`config.mk`:
```
export PLATFORM = sky130hd
export DESIGN_NAME = canonical_huffman_code_generator_unit_flat
export DESIGN_NICKNAME = d
export VERILOG_FILES = /design/src/design/chg_pkg.sv /design/src/design/chg_if.sv /design/src/design/chg_front.sv /design/src/design/chg_queue.sv /design/src/design/chg_back.sv /design/src/design/canonical_huffman_code_generator_unit.sv /design/src/flat_wrapper.sv
export SDC_FILE = /design/constraint.sdc
export NUM_CORES = 1
export LEC_CHECK = 0
export BUFFER_PORTS_ARGS = -buffer_cell sky130_fd_sc_hd__buf_2
export CAP_MARGIN = 40
export CORE_UTILIZATION = 55
export CTS_BUF_LIST = sky130_fd_sc_hd__clkbuf_16
export CTS_CLUSTER_SIZE = 8
export DETAILED_ROUTE_END_ITERATION = 10
export PLACE_DENSITY_LB_ADDON = 0.3
export SYNTH_ARGS = -nofsm -noshare
export SYNTH_HDL_FRONTEND = slang
export SYNTH_SLANG_ARGS = --single-unit
```
`constraint.sdc`:
```
create_clock -name clk_i -period 7.84 [get_ports clk_i]
set_input_delay 1.568 -clock clk_i [delete_from_list [all_inputs] [get_ports clk_i]]
set_output_delay 1.568 -clock clk_i [all_outputs]
set_load 0.02 [all_outputs]
```
`src/design/chg_pkg.sv`:
```
// ----------------------------------------------------------------------------
// chg_pkg
// Types and constants shared by the canonical Huffman code generator.
// ----------------------------------------------------------------------------
`default_nettype none

package chg_pkg;

  localparam int unsigned CountBytes = 16;          // length counts per table
  localparam int unsigned SymbolPos  = 17;          // byte position of symbols
  localparam int unsigned PosW       = 5;
  localparam int unsigned IdxW       = 4;
  localparam int unsigned LenW       = 5;
  localparam int unsigned CodeW      = 16;
  localparam int unsigned NextCodeW  = 17;
  localparam int unsigned QDepth     = 2;

  typedef enum logic [1:0] {
    OP_RESTART,
    OP_COUNT,
    OP_SYMBOL
  } chg_op_e;

  typedef struct packed {
    chg_op_e         op;
    logic [IdxW-1:0] idx;
    logic [7:0]      data;
  } chg_op_t;

endpackage

`default_nettype wire

```
`src/design/chg_if.sv`:
```
// ----------------------------------------------------------------------------
// chg_if
// Valid/ready channels of the code generator: table bytes in, codes out.
// ----------------------------------------------------------------------------
`default_nettype none

interface chg_in_if;
  logic       valid;
  logic       ready;
  logic [7:0] data_byte;
  logic       first;

  modport source (output valid, data_byte, first, input ready);
  modport sink   (input valid, data_byte, first, output ready);
endinterface

interface chg_out_if;
  logic        valid;
  logic        ready;
  logic [15:0] code;
  logic [4:0]  code_length;
  logic [7:0]  symbol;
  logic        error;

  modport source (output valid, code, code_length, symbol, error, input ready);
  modport sink   (input valid, code, code_length, symbol, error, output ready);
endinterface

`default_nettype wire

```
`src/design/chg_front.sv`:
```
// ----------------------------------------------------------------------------
// chg_front
// Tracks the byte position in the table and turns each byte after a header into an op.
// ----------------------------------------------------------------------------
`default_nettype none

module chg_front (
  input  wire logic            clk_i,
  input  wire logic            rst_ni,
  input  wire logic            valid_i,
  output logic                 ready_o,
  input  wire logic [7:0]      data_byte_i,
  input  wire logic            first_i,
  output logic                 push_o,
  output chg_pkg::chg_op_t     op_o,
  input  wire logic            full_i
);
  import chg_pkg::*;

  logic [PosW-1:0] pos_q, pos_d;
  logic            take;

  assign ready_o = !full_i;
  assign take    = valid_i && ready_o;

  always_comb begin
    pos_d   = pos_q;
    push_o  = 1'b0;
    op_o.op   = OP_SYMBOL;
    op_o.idx  = IdxW'(pos_q - PosW'(1));
    op_o.data = data_byte_i;
    if (take) begin
      if (first_i) begin
        pos_d   = PosW'(1);
        push_o  = 1'b1;
        op_o.op = OP_RESTART;
      end else if (pos_q == '0) begin
        // drop bytes ahead of any header
        push_o = 1'b0;
      end else if (pos_q < PosW'(SymbolPos)) begin
        pos_d   = pos_q + PosW'(1);
        push_o  = 1'b1;
        op_o.op = OP_COUNT;
      end else begin
        push_o  = 1'b1;
        op_o.op = OP_SYMBOL;
      end
    end
  end

  always_ff @(posedge clk_i or negedge rst_ni) begin
    if (!rst_ni) begin
      pos_q <= '0;
    end else begin
      pos_q <= pos_d;
    end
  end

  pos_range_a: assert property (@(posedge clk_i) disable iff (!rst_ni)
    pos_q <= PosW'(SymbolPos))
    else $error("byte position out of range");

  restart_pos_a: assert property (@(posedge clk_i) disable iff (!rst_ni)
    take && first_i |=> pos_q == PosW'(1))
    else $error("header byte did not restart the table");

  header_push_a: assert property (@(posedge clk_i) disable iff (!rst_ni)
    take && first_i |-> push_o && op_o.op == OP_RESTART)
    else $error("header byte lost");

endmodule

`default_nettype wire

```
`src/design/chg_queue.sv`:
```
// ----------------------------------------------------------------------------
// chg_queue
// Short FIFO of classified ops between the front and the back.
// ----------------------------------------------------------------------------
`default_nettype none

module chg_queue (
  input  wire logic             clk_i,
  input  wire logic             rst_ni,
  input  wire logic             push_i,
  input  wire chg_pkg::chg_op_t op_i,
  output logic                  full_o,
  output logic                  valid_o,
  input  wire logic             ready_i,
  output chg_pkg::chg_op_t      op_o
);
  import chg_pkg::*;

  localparam int unsigned PtrW = $clog2(QDepth);
  localparam int unsigned CntW = $clog2(QDepth + 1);

  chg_op_t         mem_q [QDepth];
  logic [PtrW-1:0] wr_q, rd_q;
  logic [CntW-1:0] cnt_q;
  logic            pop, push;

  assign full_o  = (cnt_q == CntW'(QDepth));
  assign valid_o = (cnt_q != '0);
  assign op_o    = mem_q[rd_q];
  assign pop     = valid_o && ready_i;
  assign push    = push_i && !full_o;

  always_ff @(posedge clk_i) begin
    if (push) begin
      mem_q[wr_q] <= op_i;
    end
  end

  always_ff @(posedge clk_i or negedge rst_ni) begin
    if (!rst_ni) begin
      wr_q  <= '0;
      rd_q  <= '0;
      cnt_q <= '0;
    end else begin
      if (push) begin
        wr_q <= (wr_q == PtrW'(QDepth - 1)) ? '0 : wr_q + PtrW'(1);
      end
      if (pop) begin
        rd_q <= (rd_q == PtrW'(QDepth - 1)) ? '0 : rd_q + PtrW'(1);
      end
      cnt_q <= cnt_q + CntW'(push) - CntW'(pop);
    end
  end

  cnt_range_a: assert property (@(posedge clk_i) disable iff (!rst_ni)
    cnt_q <= CntW'(QDepth))
    else $error("queue count overflow");

  no_lost_push_a: assert property (@(posedge clk_i) disable iff (!rst_ni)
    push_i |-> !full_o)
    else $error("push into full queue");

  pop_empty_a: assert property (@(posedge clk_i) disable iff (!rst_ni)
    pop && !push && cnt_q == CntW'(1) |=> !valid_o)
    else $error("queue count out of step");

endmodule

`default_nettype wire

```
`src/design/chg_back.sv`:
```
// ----------------------------------------------------------------------------
// chg_back
// Holds the length counts and code state, assigns canonical codes to symbols
// and drives the output register.
// ----------------------------------------------------------------------------
`default_nettype none

module chg_back #(
  parameter int unsigned MAX_CODE_LENGTH = 16
) (
  input  wire logic             clk_i,
  input  wire logic             rst_ni,
  input  wire logic             valid_i,
  output logic                  ready_o,
  input  wire chg_pkg::chg_op_t op_i,
  chg_out_if.source             out_o
);
  import chg_pkg::*;

  logic [7:0]           counts_q [CountBytes];
  logic [LenW-1:0]      cur_q, cur_d;
  logic [7:0]           left_q, left_d;
  logic [NextCodeW-1:0] nc_q, nc_d;

  logic                 out_valid_q;
  logic [CodeW-1:0]     out_code_q;
  logic [LenW-1:0]      out_len_q;
  logic [7:0]           out_sym_q;
  logic                 out_err_q;

  logic                 can_load, pop, sym_take;
  logic                 found;
  logic [LenW-1:0]      flen, len_n;
  logic [7:0]           left_n;
  logic [NextCodeW-1:0] code_n;
  logic                 err;

  assign can_load = !out_valid_q || out_o.ready;
  assign ready_o  = (op_i.op != OP_SYMBOL) || can_load;
  assign pop      = valid_i && ready_o;
  assign sym_take = pop && (op_i.op == OP_SYMBOL);

  // find the shortest longer length that still has codes
  always_comb begin
    found = 1'b0;
    flen  = LenW'(MAX_CODE_LENGTH);
    for (int i = CountBytes - 1; i >= 0; i--) begin
      if (counts_q[i] != '0 && LenW'(i + 1) > cur_q && (i + 1) <= MAX_CODE_LENGTH) begin
        found = 1'b1;
        flen  = LenW'(i + 1);
      end
    end
  end

  always_comb begin
    if (left_q != '0) begin
      len_n  = cur_q;
      left_n = left_q;
      code_n = nc_q;
    end else begin
      len_n  = flen;
      left_n = found ? counts_q[IdxW'(flen - LenW'(1))] : '0;
      code_n = nc_q << (flen - cur_q);
    end
    err = (left_n == '0) || ((code_n >> len_n) != '0);
  end

  always_comb begin
    cur_d  = cur_q;
    left_d = left_q;
    nc_d   = nc_q;
    if (pop) begin
      case (op_i.op)
        OP_RESTART: begin
          cur_d  = '0;
          left_d = '0;
          nc_d   = '0;
        end
        OP_SYMBOL: begin
          cur_d = len_n;
          if (err) begin
            left_d = left_n;
            nc_d   = code_n;
          end else begin
            left_d = left_n - 8'd1;
            nc_d   = code_n + NextCodeW'(1);
          end
        end
        default: begin
        end
      endcase
    end
  end

  always_ff @(posedge clk_i) begin
    if (pop && op_i.op == OP_COUNT) begin
      counts_q[op_i.idx] <= op_i.data;
    end
  end

  always_ff @(posedge clk_i or negedge rst_ni) begin
    if (!rst_ni) begin
      cur_q       <= '0;
      left_q      <= '0;
      nc_q        <= '0;
      out_valid_q <= 1'b0;
    end else begin
      cur_q  <= cur_d;
      left_q <= left_d;
      nc_q   <= nc_d;
      if (sym_take) begin
        out_valid_q <= 1'b1;
      end else if (out_o.ready) begin
        out_valid_q <= 1'b0;
      end
    end
  end

  always_ff @(posedge clk_i) begin
    if (sym_take) begin
      out_code_q <= err ? '0 : code_n[CodeW-1:0];
      out_len_q  <= err ? '0 : len_n;
      out_sym_q  <= op_i.data;
      out_err_q  <= err;
    end
  end

  assign out_o.valid       = out_valid_q;
  assign out_o.code        = out_code_q;
  assign out_o.code_length = out_len_q;
  assign out_o.symbol      = out_sym_q;
  assign out_o.error       = out_err_q;

  cur_range_a: assert property (@(posedge clk_i) disable iff (!rst_ni)
    cur_q <= LenW'(MAX_CODE_LENGTH))
    else $error("current length beyond maximum");

  code_fits_a: assert property (@(posedge clk_i) disable iff (!rst_ni)
    out_valid_q && !out_err_q |->
      out_len_q != '0 && ({1'b0, out_code_q} >> out_len_q) == '0)
    else $error("code does not fit its length");

  err_clear_a: assert property (@(posedge clk_i) disable iff (!rst_ni)
    out_valid_q && out_err_q |-> out_len_q == '0 && out_code_q == '0)
    else $error("error result carries a code");

  sym_out_a: assert property (@(posedge clk_i) disable iff (!rst_ni)
    sym_take |=> out_valid_q)
    else $error("symbol result lost");

endmodule

`default_nettype wire

```
`src/design/canonical_huffman_code_generator_unit.sv`:
```
// ----------------------------------------------------------------------------
// canonical_huffman_code_generator_unit
// Canonical Huffman code generator for JPEG table segments.
//
// in_i carries table bytes; first marks the class/id byte that restarts the
// table. The next 16 bytes are code counts for lengths 1..16, every later
// byte is a symbol. out_o returns one item per symbol: its canonical code,
// code length and the symbol, or error with zero code and length when the
// counts overfill the code space or the symbol is beyond the counted total.
// Header and count bytes give no output item; bytes before any header drop.
//
// One byte is taken per cycle while the op queue has room. A symbol's op is
// registered in the op queue; at the head of the queue the code assignment
// stage works on it, and its result lands in the output register.
// Skipping empty lengths is a priority encode over the stored counts inside
// that stage, so the rate stays one item per cycle while out_o is not
// stalled. When out_o stalls, the output register holds its item, the
// two-entry op queue fills and in_i.ready drops.
// Reset empties the queue and the output register and returns to waiting
// for a header byte.
// ----------------------------------------------------------------------------
`default_nettype none

module canonical_huffman_code_generator_unit #(
  parameter int unsigned MAX_CODE_LENGTH = 16
) (
  input  wire logic clk_i,
  input  wire logic rst_ni,
  chg_in_if.sink    in_i,
  chg_out_if.source out_o
);
  import chg_pkg::*;

  logic    push, full, q_valid, q_ready;
  chg_op_t push_op, q_op;

  chg_front u_front (
    .clk_i       (clk_i),
    .rst_ni      (rst_ni),
    .valid_i     (in_i.valid),
    .ready_o     (in_i.ready),
    .data_byte_i (in_i.data_byte),
    .first_i     (in_i.first),
    .push_o      (push),
    .op_o        (push_op),
    .full_i      (full)
  );

  chg_queue u_queue (
    .clk_i   (clk_i),
    .rst_ni  (rst_ni),
    .push_i  (push),
    .op_i    (push_op),
    .full_o  (full),
    .valid_o (q_valid),
    .ready_i (q_ready),
    .op_o    (q_op)
  );

  chg_back #(
    .MAX_CODE_LENGTH (MAX_CODE_LENGTH)
  ) u_back (
    .clk_i   (clk_i),
    .rst_ni  (rst_ni),
    .valid_i (q_valid),
    .ready_o (q_ready),
    .op_i    (q_op),
    .out_o   (out_o)
  );

endmodule

`default_nettype wire

```
`src/flat_wrapper.sv`:
```
// flat-port wrapper written by rule: the top's interface ports become plain ports
module canonical_huffman_code_generator_unit_flat import chg_pkg::*;
#(
  parameter int unsigned MAX_CODE_LENGTH = 16
)
  (clk_i, rst_ni, in_i_valid, in_i_data_byte, in_i_first, in_i_ready, out_o_valid, out_o_code, out_o_code_length, out_o_symbol, out_o_error, out_o_ready);
  chg_in_if in_i_i ();
  chg_out_if out_o_i ();
  input  wire logic clk_i;
  input  wire logic rst_ni;
  input wire logic [$bits(in_i_i.valid)-1:0] in_i_valid;
  input wire logic [$bits(in_i_i.data_byte)-1:0] in_i_data_byte;
  input wire logic [$bits(in_i_i.first)-1:0] in_i_first;
  output wire logic [$bits(in_i_i.ready)-1:0] in_i_ready;
  output wire logic [$bits(out_o_i.valid)-1:0] out_o_valid;
  output wire logic [$bits(out_o_i.code)-1:0] out_o_code;
  output wire logic [$bits(out_o_i.code_length)-1:0] out_o_code_length;
  output wire logic [$bits(out_o_i.symbol)-1:0] out_o_symbol;
  output wire logic [$bits(out_o_i.error)-1:0] out_o_error;
  input wire logic [$bits(out_o_i.ready)-1:0] out_o_ready;
  assign in_i_i.valid = in_i_valid;
  assign in_i_i.data_byte = in_i_data_byte;
  assign in_i_i.first = in_i_first;
  assign in_i_ready = in_i_i.ready;
  assign out_o_valid = out_o_i.valid;
  assign out_o_code = out_o_i.code;
  assign out_o_code_length = out_o_i.code_length;
  assign out_o_symbol = out_o_i.symbol;
  assign out_o_error = out_o_i.error;
  assign out_o_i.ready = out_o_ready;
  canonical_huffman_code_generator_unit #(.MAX_CODE_LENGTH(MAX_CODE_LENGTH)) u_core (.clk_i(clk_i), .rst_ni(rst_ni), .in_i(in_i_i), .out_o(out_o_i));
endmodule
```
==> impl_metrics.tcl <==
set metrics [dict create \
    drc 0 \
    relSlewSlack_pct 34.9 \
    overflow 0 \
    antenna_left 0 \
    io_buffers 44 \
    path_class "reg2reg" \
    antenna_found_initial 0 \
    wl_um 34100 \
    ys.flop_type "edfxtp_1" \
    cts.sinks 226 \
    outcome "finished, final reports clean" \
    slowest_stage "dfrtp_1" \
    clock_latency_ns 0.52 \
    grt_pass1_vias 9226 \
    crit_arrival_ns 7.72 \
    synthAdderAreaFrac_pct 1.51 \
    crit_required_ns 8.26 \
    cp_max_fo 27 \
    ctsHoldBuffers 0 \
    reg2reg_slack_ns 0.54 \
    totalNegativeSetupSlack_ns 0 \
    fmax_ghz 0.137 \
    skew_ns 0.0191 \
    cts_max_level 2 \
    synth.distinct_cells 92 \
    cts_tree "done" \
    ys_async_sr_fraction_pct 17.7 \
    r2r-end "u_core.u_back.nc_q[10]" \
    drive_above_1_share_pct 17.3 \
    syn_nets 1053 \
    ios 45 \
    vias 9641 \
    syn-instance-count 1026 \
    fp-row-count 53 \
    syn_to_final_growth_pct 13.6 \
    die_h_um 150 \
    insertedDiodeCount 0 \
    maxSlewViolCount 0 \
    crit_start "u_core.u_back.cur_q[4]" \
    cts_setup_buffers 0 \
    setup_viol 0 \
    grt_use_total_pct 30.8 \
    core_um2 21300 \
    synthMuxAreaShare_pct 10.2 \
    setup.worst_path.end_class "register" \
    syn_area_um2 12100 \
    syn_area_per_cell_um2 11.8 \
    min_path_type "reg2reg" \
    yosysSeqAreaShare_pct 54.4 \
    vdd_drop_max_v 0.000248 \
    grt_setup_unrepaired "false" \
    synth-edff-count 186 \
    critPathCapture "u_core.u_back.nc_q[10]" \
    yosys.area_share.simple_pct 15.1 \
    grt_max_degree 48 \
    tightest_slew_ns 0.977 \
    synth_xor_area_share_pct 1.88 \
    start_util_pct 56.9 \
    post_cts_resize_count 0 \
    crit_chain "or3_1 > a221oi_2 > nor3_1 > or2_1 > o21ai_2 > inv_2 > buf_4 > ha_2 > or4_1 > or3_1 > and3_1 > mux2i_1 > mux4_2 > nor2_1 > nor3_1 > and4_1 > nor2_2 > inv_2 > nor4_1 > xor2_1 > o31ai_1" \
    power.density_nw_per_um2 400 \
    cts_buffer_depth 3 \
    reg2regPathDepth 21 \
    reg2reg_from "u_core.u_back.cur_q[4]" \
    synth_compound_area_share_pct 14.5 \
    numCtsBuffers 34 \
    leakagePower_nw 4.99 \
    crit_path_max_incr_delay_ns 0.57 \
    fin_ws_ns 0.539 \
    layout_commonest_cell "edfxtp_1" \
    finalWeightedCongestion 0.983 \
    period_share_pct 93.1 \
    die_x_um 150 \
    drt_iter0_drc 1161 \
    dpl.hpwl_um 23800 \
    routedWlPerCell_um 24.7 \
    routed_via_density 6.99 \
    first_pass_iters 5 \
    clk_pin_slew_ns 0.05 \
    start_kind "register" \
    most-common-layout-cells "edfxtp_1 (186), nand2_1 (98), nor2_1 (81)" \
    hold_viol_final 0 \
    die_area_um2 22600 \
    nets 1116 \
    ys_seq_elements 226 \
    drv_cap 0 \
    yosysWarnings 0 \
    cts_root_buffer "clkbuf_16" \
    synth_top_family_by_area "simple AND/OR/NAND/NOR gates" \
    post-place-ws_ns 0.568 \
    grt_pass1_wl_um 52400 \
    period_needed_ns 7.30 \
]
==> synth_stat cells, types with 14 or more instances <==
library cell,count,area share [%]
inv_1,22,0.68
nor3_1,24,0.99
nor2_1,81,2.5
nand2_1,98,3.0
a21oi_1,48,2.0
dfrtp_1,40,8.3
nor4_1,41,2.1
mux4_2,25,4.6
clkbuf_1,31,0.96
mux2_2,16,1.5
xnor2_1,14,1.0
a211oi_1,16,0.99
o21ai_0,28,1.2
edfxtp_1,186,46
mux2i_1,48,4.0
nand3_1,25,1.0
==> flip-flops by register name, indices dropped and copies added (netlist names) <==
name,count
u_core.u_back.out_o.symbol,8
u_core.u_back.out_o.code_length,5
u_core.u_back.nc_q,17
u_core.u_back.out_o.error,1
u_core.u_back.out_o.code,16
u_core.u_queue.rd_q,1
u_core.u_back.left_q,8
u_core.u_queue.mem_q,28
u_core.u_back.counts_q,128
u_core.u_queue.cnt_q,2
u_core.u_back.cur_q,5
u_core.u_back.out_o.valid,1
u_core.u_queue.wr_q,1
u_core.u_front.pos_q,5
==> how the worst min path moves through the flow <==
| stage | startpoint | slack, ns | cells after the start | to |
|---|---|---|---|---|
| finish | u_core.u_queue.wr_q | 0.51 | 1 | u_core.u_queue.wr_q |
| global route | u_core.u_queue.wr_q | 0.52 | 1 | u_core.u_queue.wr_q |
| CTS | u_core.u_queue.wr_q | 0.51 | 1 | u_core.u_queue.wr_q |
| detailed placement | u_core.u_queue.cnt_q[1] | 0.49 | 1 | u_core.u_queue.cnt_q[1] |
| global placement | u_core.u_queue.wr_q | 0.48 | 1 | u_core.u_queue.wr_q |
| floorplan | u_core.u_queue.wr_q | 0.46 | 1 | u_core.u_queue.wr_q |
==> cell type report <==
class	instances	area, um2
clock buffers	35	876
clock inverters	17	111
flip-flops and latches	226	6590
well taps	275	344
fillers	1614	7520
multi-input cells	725	5240
repair buffers	78	515
inverters	24	90.1
==> power breakdown <==
group	switching [mW]	leakage (nW)	internal, mW
registers	0.138	2.23	1.63
logic	1.58	2.23	0.822
clock network	0.529	0.532	0.803
==> per-layer routing <==
| metal | track usage, % | wire length (um) | vias to the layer above |
|---|---|---|---|
| met5 | 0 | 0 | - |
| met4 | 15.8 | 1570 | 0 |
| met3 | 5.91 | 3440 | 111 |
| met2 | 48.0 | 15700 | 665 |
| met1 | 41.2 | 13400 | 4681 |
| li1 | - | - | 4184 |
==> worst max-delay path, delay by kind of cell (launching register included) <==
kind                     cells  cell delay, ns
XOR/XNOR                     1            0.12
adder cells (fa/ha/maj)      1            0.25
flip-flops                   1            0.57
buffers and inverters        3            0.61
AND/OR/NAND/NOR             11            3.82
multiplexers                 2            0.81
AO/OA/AOI/OAI                3            0.98
==> stage by stage <==
stage                     instances  hold slack [ns]  total power [mW]  cell area [um2]  util, %
after floorplan                1026            0.460              3.39            12100        -
after global placement         1320            0.478              4.03            12700     59.5
after detailed placement       1328            0.492              4.11            12800     59.9
after CTS                      1380            0.507              5.46            13700     64.6
after global routing           1380            0.522              5.73            13800     64.7
final                          1380            0.511              5.50            13800     64.7
==> cells by family (layout without fill, tap and decap cells) <==
| family | after synthesis | in the layout |
|---|---|---|
| AND/OR/NAND/NOR | 354 | 354 |
| AO/OA/AOI/OAI | 241 | 241 |
| flip-flops | 226 | 226 |
| multiplexers | 90 | 90 |
| buffers and inverters | 75 | 154 |
| XOR/XNOR | 26 | 26 |
| adder cells (fa/ha/maj) | 14 | 14 |
Power figures use the tool's default switching activity.
